## config.mk

```make
export PLATFORM = sky130hd
export DESIGN_NAME = sha256_custom_iv_hasher
export DESIGN_NICKNAME = d
export VERILOG_FILES = /design/src/hdl/sha_civ_pkg.sv /design/src/hdl/sha_civ_front.sv /design/src/hdl/sha_civ_back.sv /design/src/hdl/sha256_custom_iv_hasher.sv
export SDC_FILE = /design/constraint.sdc
export NUM_CORES = 2
export LEC_CHECK = 0
export ABC_AREA = 0
export BUFFER_PORTS_ARGS = -buffer_cell sky130_fd_sc_hd__buf_2
export CELL_PAD_IN_SITES_DETAIL_PLACEMENT = 1
export CELL_PAD_IN_SITES_GLOBAL_PLACEMENT = 2
export CORE_UTILIZATION = 41
export CTS_BUF_LIST = sky130_fd_sc_hd__clkbuf_2
export CTS_CLUSTER_DIAMETER = 200
export CTS_CLUSTER_SIZE = 25
export DETAILED_ROUTE_END_ITERATION = 7
export HOLD_SLACK_MARGIN = 0.06
export PLACE_DENSITY_LB_ADDON = 0.08
export SETUP_SLACK_MARGIN = 0.3
export SYNTH_ARGS = -nofsm -noshare
export SYNTH_HDL_FRONTEND = slang
export SYNTH_SLANG_ARGS = --single-unit
```

## constraint.sdc

```tcl
create_clock -name clk -period 21.7 [get_ports clk]
set_clock_uncertainty 0.15 [all_clocks]
set_input_delay 1.085 -clock clk [delete_from_list [all_inputs] [get_ports clk]]
set_output_delay 1.085 -clock clk [all_outputs]
set_load 0.005 [all_outputs]
```

## src/hdl/sha_civ_pkg.sv

```systemverilog
// ----------------------------------------------------------------------------
// sha_civ_pkg
// Shared types, constants and SHA-256 round functions for the custom-IV hasher.
// ----------------------------------------------------------------------------
package sha_civ_pkg;

    localparam int NUM_HASH_WORDS = 8;
    localparam int HASH_IDX_W     = 3;
    localparam int BLOCK_WORDS    = 16;
    localparam int TOTAL_W        = 29;
    localparam int QUEUE_DEPTH    = 4;

    localparam logic [7:0] PAD_BYTE = 8'h80;

    typedef logic [NUM_HASH_WORDS-1:0][31:0] hash_t;

    // Standard SHA-256 initial hash, H0 in the lowest slot
    localparam hash_t RESET_IV = {
        32'h5be0cd19, 32'h1f83d9ab, 32'h9b05688c, 32'h510e527f,
        32'ha54ff53a, 32'h3c6ef372, 32'hbb67ae85, 32'h6a09e667
    };

    // One queued item, as classified by the front end
    typedef struct packed {
        logic [7:0] data;
        logic       has;
        logic       last;
    } cmd_t;

    function automatic logic [31:0] rotr(input logic [31:0] x, input int n);
        return (x >> n) | (x << (32 - n));
    endfunction

    function automatic logic [31:0] ssig0(input logic [31:0] x);
        return rotr(x, 7) ^ rotr(x, 18) ^ (x >> 3);
    endfunction

    function automatic logic [31:0] ssig1(input logic [31:0] x);
        return rotr(x, 17) ^ rotr(x, 19) ^ (x >> 10);
    endfunction

    function automatic logic [31:0] bsig0(input logic [31:0] x);
        return rotr(x, 2) ^ rotr(x, 13) ^ rotr(x, 22);
    endfunction

    function automatic logic [31:0] bsig1(input logic [31:0] x);
        return rotr(x, 6) ^ rotr(x, 11) ^ rotr(x, 25);
    endfunction

    function automatic logic [31:0] ch(input logic [31:0] x, input logic [31:0] y,
                                       input logic [31:0] z);
        return (x & y) ^ (~x & z);
    endfunction

    function automatic logic [31:0] maj(input logic [31:0] x, input logic [31:0] y,
                                        input logic [31:0] z);
        return (x & y) ^ (x & z) ^ (y & z);
    endfunction

    // Keep bytes ahead of the pad position, drop in the pad byte, zero the rest
    function automatic logic [31:0] pad_word(input logic [31:0] w, input logic [1:0] pb);
        logic [31:0] keep;
        unique case (pb)
            2'd0: keep = 32'h0000_0000;
            2'd1: keep = 32'hff00_0000;
            2'd2: keep = 32'hffff_0000;
            2'd3: keep = 32'hffff_ff00;
            default: keep = 32'h0000_0000;
        endcase
        return (w & keep) | ({24'd0, PAD_BYTE} << {~pb, 3'b000});
    endfunction

    function automatic logic [31:0] round_k(input logic [5:0] j);
        logic [31:0] k;
        unique case (j)
            6'd0:  k = 32'h428a2f98;  6'd1:  k = 32'h71374491;
            6'd2:  k = 32'hb5c0fbcf;  6'd3:  k = 32'he9b5dba5;
            6'd4:  k = 32'h3956c25b;  6'd5:  k = 32'h59f111f1;
            6'd6:  k = 32'h923f82a4;  6'd7:  k = 32'hab1c5ed5;
            6'd8:  k = 32'hd807aa98;  6'd9:  k = 32'h12835b01;
            6'd10: k = 32'h243185be;  6'd11: k = 32'h550c7dc3;
            6'd12: k = 32'h72be5d74;  6'd13: k = 32'h80deb1fe;
            6'd14: k = 32'h9bdc06a7;  6'd15: k = 32'hc19bf174;
            6'd16: k = 32'he49b69c1;  6'd17: k = 32'hefbe4786;
            6'd18: k = 32'h0fc19dc6;  6'd19: k = 32'h240ca1cc;
            6'd20: k = 32'h2de92c6f;  6'd21: k = 32'h4a7484aa;
            6'd22: k = 32'h5cb0a9dc;  6'd23: k = 32'h76f988da;
            6'd24: k = 32'h983e5152;  6'd25: k = 32'ha831c66d;
            6'd26: k = 32'hb00327c8;  6'd27: k = 32'hbf597fc7;
            6'd28: k = 32'hc6e00bf3;  6'd29: k = 32'hd5a79147;
            6'd30: k = 32'h06ca6351;  6'd31: k = 32'h14292967;
            6'd32: k = 32'h27b70a85;  6'd33: k = 32'h2e1b2138;
            6'd34: k = 32'h4d2c6dfc;  6'd35: k = 32'h53380d13;
            6'd36: k = 32'h650a7354;  6'd37: k = 32'h766a0abb;
            6'd38: k = 32'h81c2c92e;  6'd39: k = 32'h92722c85;
            6'd40: k = 32'ha2bfe8a1;  6'd41: k = 32'ha81a664b;
            6'd42: k = 32'hc24b8b70;  6'd43: k = 32'hc76c51a3;
            6'd44: k = 32'hd192e819;  6'd45: k = 32'hd6990624;
            6'd46: k = 32'hf40e3585;  6'd47: k = 32'h106aa070;
            6'd48: k = 32'h19a4c116;  6'd49: k = 32'h1e376c08;
            6'd50: k = 32'h2748774c;  6'd51: k = 32'h34b0bcb5;
            6'd52: k = 32'h391c0cb3;  6'd53: k = 32'h4ed8aa4a;
            6'd54: k = 32'h5b9cca4f;  6'd55: k = 32'h682e6ff3;
            6'd56: k = 32'h748f82ee;  6'd57: k = 32'h78a5636f;
            6'd58: k = 32'h84c87814;  6'd59: k = 32'h8cc70208;
            6'd60: k = 32'h90befffa;  6'd61: k = 32'ha4506ceb;
            6'd62: k = 32'hbef9a3f7;  6'd63: k = 32'hc67178f2;
            default: k = 32'h0000_0000;
        endcase
        return k;
    endfunction

endpackage

```

## src/hdl/sha_civ_front.sv

```systemverilog
// ----------------------------------------------------------------------------
// sha_civ_front
// Input side: accepts message words, classifies them and queues them for the
// compression engine.
// ----------------------------------------------------------------------------
module sha_civ_front
    import sha_civ_pkg::*;
#(
    parameter int QDEPTH = QUEUE_DEPTH
) (
    input  logic       clk,
    input  logic       rst_n,
    input  logic       s_axis_tvalid,
    output logic       s_axis_tready,
    input  logic [7:0] s_axis_tdata,   // message_byte
    input  logic       s_axis_tuser,   // has_byte
    input  logic       s_axis_tlast,   // end_of_message
    output logic       cmd_valid,
    output cmd_t       cmd,
    input  logic       cmd_pop
);

    localparam int AW = $clog2(QDEPTH);
    localparam int CW = $clog2(QDEPTH + 1);

    cmd_t          queue_reg [QDEPTH];
    logic [AW-1:0] wr_ptr_reg, wr_ptr_next;
    logic [AW-1:0] rd_ptr_reg, rd_ptr_next;
    logic [CW-1:0] count_reg, count_next;
    logic          push;
    logic          pop;
    cmd_t          incoming;

    assign s_axis_tready = (count_reg != CW'(QDEPTH));
    assign cmd_valid     = (count_reg != '0);
    assign cmd           = queue_reg[rd_ptr_reg];

    assign push = s_axis_tvalid & s_axis_tready;
    assign pop  = cmd_pop & cmd_valid;

    // Drop the data byte of a word that carries none
    always_comb
    begin
        incoming.data = s_axis_tuser ? s_axis_tdata : 8'd0;
        incoming.has  = s_axis_tuser;
        incoming.last = s_axis_tlast;
    end

    always_comb
    begin
        wr_ptr_next = wr_ptr_reg;
        rd_ptr_next = rd_ptr_reg;
        count_next  = count_reg;
        if (push)
        begin
            wr_ptr_next = (wr_ptr_reg == AW'(QDEPTH - 1)) ? '0 : wr_ptr_reg + 1'b1;
        end
        if (pop)
        begin
            rd_ptr_next = (rd_ptr_reg == AW'(QDEPTH - 1)) ? '0 : rd_ptr_reg + 1'b1;
        end
        if (push && !pop)
        begin
            count_next = count_reg + 1'b1;
        end
        else if (pop && !push)
        begin
            count_next = count_reg - 1'b1;
        end
    end

    always_ff @(posedge clk or negedge rst_n)
    begin
        if (!rst_n)
        begin
            wr_ptr_reg <= '0;
            rd_ptr_reg <= '0;
            count_reg  <= '0;
        end
        else
        begin
            wr_ptr_reg <= wr_ptr_next;
            rd_ptr_reg <= rd_ptr_next;
            count_reg  <= count_next;
        end
    end

    always_ff @(posedge clk)
    begin
        if (push)
        begin
            queue_reg[wr_ptr_reg] <= incoming;
        end
    end

endmodule

```

## src/hdl/sha_civ_back.sv

```systemverilog
// ----------------------------------------------------------------------------
// sha_civ_back
// Compression engine: assembles blocks, pads, runs one SHA-256 round per
// cycle and streams out the digest words.
// ----------------------------------------------------------------------------
module sha_civ_back
    import sha_civ_pkg::*;
(
    input  logic        clk,
    input  logic        rst_n,
    input  hash_t       iv,
    input  logic        cmd_valid,
    input  cmd_t        cmd,
    output logic        cmd_pop,
    output logic        m_axis_tvalid,
    input  logic        m_axis_tready,
    output logic [31:0] m_axis_tdata,  // digest_word
    output logic [2:0]  m_axis_tuser,  // word_index
    output logic        m_axis_tlast   // last_word
);

    typedef enum logic [4:0] {
        ST_IDLE  = 5'b00001,
        ST_ROUND = 5'b00010,
        ST_FOLD  = 5'b00100,
        ST_PAD   = 5'b01000,
        ST_EMIT  = 5'b10000
    } state_t;

    state_t               state_reg, state_next;
    logic                 in_msg_reg, in_msg_next;
    logic [TOTAL_W-1:0]   total_reg, total_next;
    logic [5:0]           round_reg, round_next;
    logic [HASH_IDX_W-1:0] idx_reg, idx_next;
    logic                 pad_pend_reg, pad_pend_next;
    logic                 second_reg, second_next;
    logic                 final_reg, final_next;

    // Block buffer doubles as the message schedule window during rounds
    logic [31:0] blk_reg  [BLOCK_WORDS];
    logic [31:0] blk_next [BLOCK_WORDS];
    logic [31:0] work_reg  [NUM_HASH_WORDS];
    logic [31:0] work_next [NUM_HASH_WORDS];
    hash_t       chain_reg, chain_next;

    hash_t              chain_in;
    hash_t              chain_sum;
    logic [TOTAL_W-1:0] total_base;
    logic [5:0]         pos;
    logic [31:0]        len_word;
    logic [31:0]        w_new;
    logic [31:0]        t1;
    logic [31:0]        t2;

    assign m_axis_tvalid = (state_reg == ST_EMIT);
    assign m_axis_tdata  = chain_reg[idx_reg];
    assign m_axis_tuser  = idx_reg;
    assign m_axis_tlast  = (idx_reg == HASH_IDX_W'(NUM_HASH_WORDS - 1));

    assign pos      = total_reg[5:0];
    assign len_word = {total_reg, 3'b000};

    always_comb
    begin
        chain_in   = in_msg_reg ? chain_reg : iv;
        total_base = in_msg_reg ? total_reg : '0;
        for (int i = 0; i < NUM_HASH_WORDS; i++)
        begin
            chain_sum[i] = chain_reg[i] + work_reg[i];
        end
        w_new = ssig1(blk_reg[14]) + blk_reg[9] + ssig0(blk_reg[1]) + blk_reg[0];
        t1 = work_reg[7] + bsig1(work_reg[4]) + ch(work_reg[4], work_reg[5], work_reg[6])
           + round_k(round_reg) + blk_reg[0];
        t2 = bsig0(work_reg[0]) + maj(work_reg[0], work_reg[1], work_reg[2]);
    end

    always_comb
    begin
        state_next    = state_reg;
        in_msg_next   = in_msg_reg;
        total_next    = total_reg;
        round_next    = round_reg;
        idx_next      = idx_reg;
        pad_pend_next = pad_pend_reg;
        second_next   = second_reg;
        final_next    = final_reg;
        chain_next    = chain_reg;
        blk_next      = blk_reg;
        work_next     = work_reg;
        cmd_pop       = 1'b0;

        unique case (state_reg)
            ST_IDLE:
            begin
                if (cmd_valid)
                begin
                    cmd_pop     = 1'b1;
                    in_msg_next = 1'b1;
                    chain_next  = chain_in;
                    total_next  = total_base;
                    if (cmd.has)
                    begin
                        for (int w = 0; w < BLOCK_WORDS; w++)
                        begin
                            if (total_base[5:2] == 4'(w))
                            begin
                                blk_next[w][{~total_base[1:0], 3'b000} +: 8] = cmd.data;
                            end
                        end
                        total_next = total_base + 1'b1;
                    end
                    if (cmd.has && (total_base[5:0] == 6'd63))
                    begin
                        // Block full: compress, pad afterwards if this was the end
                        for (int i = 0; i < NUM_HASH_WORDS; i++)
                        begin
                            work_next[i] = chain_in[i];
                        end
                        round_next    = '0;
                        pad_pend_next = cmd.last;
                        state_next    = ST_ROUND;
                    end
                    else if (cmd.last)
                    begin
                        state_next = ST_PAD;
                    end
                end
            end

            ST_ROUND:
            begin
                for (int i = 0; i < BLOCK_WORDS - 1; i++)
                begin
                    blk_next[i] = blk_reg[i + 1];
                end
                blk_next[BLOCK_WORDS - 1] = w_new;
                work_next[7] = work_reg[6];
                work_next[6] = work_reg[5];
                work_next[5] = work_reg[4];
                work_next[4] = work_reg[3] + t1;
                work_next[3] = work_reg[2];
                work_next[2] = work_reg[1];
                work_next[1] = work_reg[0];
                work_next[0] = t1 + t2;
                round_next   = round_reg + 1'b1;
                if (round_reg == 6'd63)
                begin
                    state_next = ST_FOLD;
                end
            end

            ST_FOLD:
            begin
                chain_next = chain_sum;
                priority if (final_reg)
                begin
                    final_next = 1'b0;
                    idx_next   = '0;
                    state_next = ST_EMIT;
                end
                else if (second_reg)
                begin
                    // Length spilled over: one more block of zeros and the length
                    second_next = 1'b0;
                    final_next  = 1'b1;
                    for (int w = 0; w < BLOCK_WORDS; w++)
                    begin
                        blk_next[w] = 32'd0;
                    end
                    blk_next[BLOCK_WORDS - 1] = len_word;
                    for (int i = 0; i < NUM_HASH_WORDS; i++)
                    begin
                        work_next[i] = chain_sum[i];
                    end
                    round_next = '0;
                    state_next = ST_ROUND;
                end
                else if (pad_pend_reg)
                begin
                    pad_pend_next = 1'b0;
                    state_next    = ST_PAD;
                end
                else
                begin
                    state_next = ST_IDLE;
                end
            end

            ST_PAD:
            begin
                for (int w = 0; w < BLOCK_WORDS; w++)
                begin
                    if (4'(w) == pos[5:2])
                    begin
                        blk_next[w] = pad_word(blk_reg[w], pos[1:0]);
                    end
                    else if (4'(w) > pos[5:2])
                    begin
                        blk_next[w] = 32'd0;
                    end
                end
                if (pos > 6'd55)
                begin
                    second_next = 1'b1;
                end
                else
                begin
                    blk_next[BLOCK_WORDS - 2] = 32'd0;
                    blk_next[BLOCK_WORDS - 1] = len_word;
                    final_next = 1'b1;
                end
                for (int i = 0; i < NUM_HASH_WORDS; i++)
                begin
                    work_next[i] = chain_reg[i];
                end
                round_next = '0;
                state_next = ST_ROUND;
            end

            ST_EMIT:
            begin
                if (m_axis_tready)
                begin
                    idx_next = idx_reg + 1'b1;
                    if (idx_reg == HASH_IDX_W'(NUM_HASH_WORDS - 1))
                    begin
                        in_msg_next = 1'b0;
                        state_next  = ST_IDLE;
                    end
                end
            end

            default:
            begin
                state_next = ST_IDLE;
            end
        endcase
    end

    always_ff @(posedge clk or negedge rst_n)
    begin
        if (!rst_n)
        begin
            state_reg    <= ST_IDLE;
            in_msg_reg   <= 1'b0;
            total_reg    <= '0;
            round_reg    <= '0;
            idx_reg      <= '0;
            pad_pend_reg <= 1'b0;
            second_reg   <= 1'b0;
            final_reg    <= 1'b0;
        end
        else
        begin
            state_reg    <= state_next;
            in_msg_reg   <= in_msg_next;
            total_reg    <= total_next;
            round_reg    <= round_next;
            idx_reg      <= idx_next;
            pad_pend_reg <= pad_pend_next;
            second_reg   <= second_next;
            final_reg    <= final_next;
        end
    end

    always_ff @(posedge clk)
    begin
        chain_reg <= chain_next;
        blk_reg   <= blk_next;
        work_reg  <= work_next;
    end

endmodule

```

## src/hdl/sha256_custom_iv_hasher.sv

```systemverilog
// ----------------------------------------------------------------------------
// sha256_custom_iv_hasher
// SHA-256 over a byte stream with a configurable initial hash value.
// ----------------------------------------------------------------------------
// Throughput: one byte word per cycle into the engine while it is idle; a full
//   64-byte block then holds off further words while its rounds and fold run.
// After the last word: dequeue, compression of any block it fills, a pad step,
//   rounds and a fold per final block (one or two), then 8 digest words, one per cycle when taken.
// Reset: initial hash returns to the standard values, queue and engine empty.
// ----------------------------------------------------------------------------
module sha256_custom_iv_hasher
    import sha_civ_pkg::*;
#(
    parameter int QDEPTH = QUEUE_DEPTH
) (
    input  logic                  clk,
    input  logic                  rst_n,
    input  logic                  cfg_we,
    input  logic [HASH_IDX_W-1:0] cfg_index,
    input  logic [31:0]           cfg_data,
    input  logic                  s_axis_tvalid,
    output logic                  s_axis_tready,
    input  logic [7:0]            s_axis_tdata,   // message_byte
    input  logic                  s_axis_tuser,   // has_byte
    input  logic                  s_axis_tlast,   // end_of_message
    output logic                  m_axis_tvalid,
    input  logic                  m_axis_tready,
    output logic [31:0]           m_axis_tdata,   // digest_word
    output logic [2:0]            m_axis_tuser,   // word_index
    output logic                  m_axis_tlast    // last_word
);

    hash_t iv_reg;
    hash_t iv_next;
    logic  cmd_valid;
    cmd_t  cmd;
    logic  cmd_pop;

    always_comb
    begin
        iv_next = iv_reg;
        if (cfg_we)
        begin
            iv_next[cfg_index] = cfg_data;
        end
    end

    always_ff @(posedge clk or negedge rst_n)
    begin
        if (!rst_n)
        begin
            iv_reg <= RESET_IV;
        end
        else
        begin
            iv_reg <= iv_next;
        end
    end

    sha_civ_front #(
        .QDEPTH(QDEPTH)
    ) u_front (
        .clk          (clk),
        .rst_n        (rst_n),
        .s_axis_tvalid(s_axis_tvalid),
        .s_axis_tready(s_axis_tready),
        .s_axis_tdata (s_axis_tdata),
        .s_axis_tuser (s_axis_tuser),
        .s_axis_tlast (s_axis_tlast),
        .cmd_valid    (cmd_valid),
        .cmd          (cmd),
        .cmd_pop      (cmd_pop)
    );

    sha_civ_back u_back (
        .clk          (clk),
        .rst_n        (rst_n),
        .iv           (iv_reg),
        .cmd_valid    (cmd_valid),
        .cmd          (cmd),
        .cmd_pop      (cmd_pop),
        .m_axis_tvalid(m_axis_tvalid),
        .m_axis_tready(m_axis_tready),
        .m_axis_tdata (m_axis_tdata),
        .m_axis_tuser (m_axis_tuser),
        .m_axis_tlast (m_axis_tlast)
    );

endmodule
```

==> impl_metrics.tcl <==
set metrics [dict create \
    syn-mean-instance-area_um2 10.7 \
    worst_max_slew_pin_slew_ns 1.39 \
    wire_length_of_the_first_global_routing_pass_um 531000 \
    detailedRoute.firstPassIterationCount 7 \
    primary_flip_flop_cell_chosen_by_synthesis_mapping "edfxtp_1" \
    first_global_vias 74300 \
    largest_register_ff_count 512 \
    insertion_delay_ns 2.00 \
    post_cts_resized 0 \
    synthesis.area_mm2 0.0921 \
    route.antenna.remaining_nets 0 \
    timing.final.hold_violations 0 \
    timing.critical_path.buf_inv 4 \
    cts.root.buffer_cell "clkbuf_2" \
    register_area_mm2 0.0399 \
    tritoncts_num_sinks 1374 \
    setup_repair_after_global_routing_missed_its_margin "false" \
    gp_congestion 0.957 \
    setup-violations-final 0 \
    placement.io_buffers 87 \
    num_io_pins 88 \
    setup_total_negative_slack_ns 0 \
    synth_sequential_area_ratio 0.433 \
    floorplan.core_area_mm2 0.223 \
    clk_path_buf_depth 3 \
    layout-drive-gt1-share 0.112 \
    tritoncts.num_buffers 61 \
    worstSetupPathType "reg2reg" \
    synth.largest_area_cell "edfxtp_1" \
    postSynthCellCount 8632 \
    clk_pin_slew_ns 0.51 \
    worst_ep_required_time_ns 23.45 \
    crit_path_start_kind "register" \
    final.period_utilization 0.520 \
    multi_input_comb_area_mm2 0.0490 \
    synth.lib_cells_used.distinct 103 \
    nNetsFinal 9098 \
    drt_drc_violations_left 0 \
    cp.arrival_ns 13.04 \
    routed_via_density 6.35 \
    number_of_synthesis_warnings 0 \
    groute.usage.overall 0.320 \
    slowest_stage "dfrtp_1" \
    regToRegStartpoint "u_back.round_reg[1]$_DFFE_PN0P_" \
    drt_wl_total_um 367000 \
    grt_max_degree 165 \
    post_synth_main_area_contributors "edfxtp_1 (35%), ha_1 (5.5%), dfrtp_1 (4.7%), fa_1 (4.3%), xnor2_1 (4.0%)" \
    hold-path-cell-count 5 \
    worst_r2r_endpoint "u_back.work_reg[254]$_DFFE_PP_" \
    antenna_found_initial 11 \
    clock.fmax_ghz 0.0886 \
    clock_h_tree_levels 2 \
    critical_path_cell_count 35 \
    synthArstFlopShare 0.226 \
    timing.reg2reg.setup_slack_ns 10.41 \
    critical_path_fanouts_max 20 \
    yosys_register_bits 1374 \
    syn2layout_area_growth_pct 5.41 \
    die_y_um 476 \
    synth_top_cell_area_share 0.347 \
    post-dp-hpwl_um 266000 \
    clock_tree_from_tritoncts "built" \
    critical-path-top-delay-family "compound AO/OA/AOI/OAI gates" \
    worst_path_most_repeated_cell "o21ai_0" \
    floorplan.initialDensity 0.413 \
    min-delay-start "cfg_index[0]" \
    max_cap_viol_count 0 \
    setup_crit_end_kind "register" \
    slew_headroom 0.0737 \
    rr_worst_depth 35 \
    n_fill_cell 24200 \
    hold_end "iv_reg[0]$_DFFE_PN1P_" \
    globalRoute.totalOverflow 0 \
    drt-wirelength-per-cell_um 31.9 \
    route.vias.total 73000 \
    timing_max_transition_violations_final 0 \
    mostFrequentLayoutCells "edfxtp_1 (1064), nand2_1 (757), a21oi_1 (670), nor2_1 (528), o21ai_0 (458)" \
    design.die.area_mm2 0.226 \
    critPathMaxStageDelay_ns 0.92 \
    hold_buf_cts 113 \
    cts_setup_buffers 0 \
    std_cell_rows 173 \
    run_status "finished clean" \
    mappedNetlistNets 9283 \
    dieWidth_um 476 \
    hold_path_class "in2reg" \
    mostFrequentLayoutCell "edfxtp_1" \
    synth-edff-count 1064 \
    initialDrtViolationCount 6781 \
    period_minus_slack_ns 11.29 \
]
[layout make-up]
cell class	count	area share
Inverter	264	0.0102
Antenna cell	11	0.000284
Clock buffer	110	0.00567
Sequential cell	1374	0.411
Clock inverter	6	0.00122
Tap cell	2975	0.0384
Multi-Input combinational cell	6405	0.505
Timing Repair Buffer	341	0.0278
[logic make-up (layout without fill, tap and decap cells)]
kind of cell	count (synthesis)	after routing	synth area share
and+or+nand+nor	1933	1933	0.0946
xor gates and xnor gates	588	588	0.0559
DFF	1374	1374	0.433
buffers and inverters	853	721	0.0353
other	0	11	0
adders and majority gates	615	615	0.0992
AOI/OAI and AO/OA	2607	2607	0.195
muxes	662	662	0.0871
[through the flow]
stage,hold WS [ns],worst slack (ns),utilization,cell area (um2),cells
after CTS,0.0671,10.44,0.436,97000,11500
final,0.329,10.41,0.436,97100,11500
after detailed placement,0.343,10.48,0.427,95200,11200
after global routing,0.234,9.64,0.436,97000,11500
after floorplan,0.322,6.81,-,92100,8632
after global placement,0.336,10.64,0.427,95200,11200
[worst register-to-register path: cells and delay by family (launching register included)]
family | cells | cell delay, ns
AOI/OAI and AO/OA | 16 | 4.16
adders and majority gates | 7 | 3.33
and+or+nand+nor | 7 | 1.70
DFF | 1 | 0.92
buffers and inverters | 4 | 0.82
xor gates and xnor gates | 1 | 0.17
[cells in the mapped netlist, drive strengths merged (137+ instances only)]
master / n
a221oi: 162
edfxtp: 1064
nand3: 140
a221o: 242
nand2: 760
a21oi: 671
dfrtp: 173
mux2i: 271
xnor2: 423
nor2: 533
clkbuf: 544
mux2: 311
dfstp: 137
a21o: 288
o21ai: 477
fa: 196
xor2: 165
ha: 405
inv: 262
[routing by layer]
metal | up-vias | share of wire | GRT usage
li1 | 32100 | - | -
met1 | 38000 | 0.42 | 0.422
met2 | 2356 | 0.48 | 0.532
met3 | 542 | 0.048 | 0.0279
met4 | 12 | 0.053 | 0.148
met5 | - | 0.00022 | 0
[worst max path at each step]
| stage | startpoint | to |
|---|---|---|
| global route | u_back.round_reg[1]$_DFFE_PN0P_ | u_back.work_reg[254]$_DFFE_PP_ |
| CTS | u_back.round_reg[1]$_DFFE_PN0P_ | u_back.work_reg[254]$_DFFE_PP_ |
| detailed placement | u_back.round_reg[1]$_DFFE_PN0P_ | u_back.work_reg[254]$_DFFE_PP_ |
| global placement | u_back.round_reg[1]$_DFFE_PN0P_ | u_back.work_reg[254]$_DFFE_PP_ |
| floorplan | u_back.state_reg[1]$_DFFE_PN0P_ | u_back.chain_reg[0]$_DFFE_PP_ |
| finish | u_back.round_reg[1]$_DFFE_PN0P_ | u_back.work_reg[254]$_DFFE_PP_ |
Power is not shown: default switching activity piles up to over one toggle a cycle in this logic, so the estimate is an artifact.
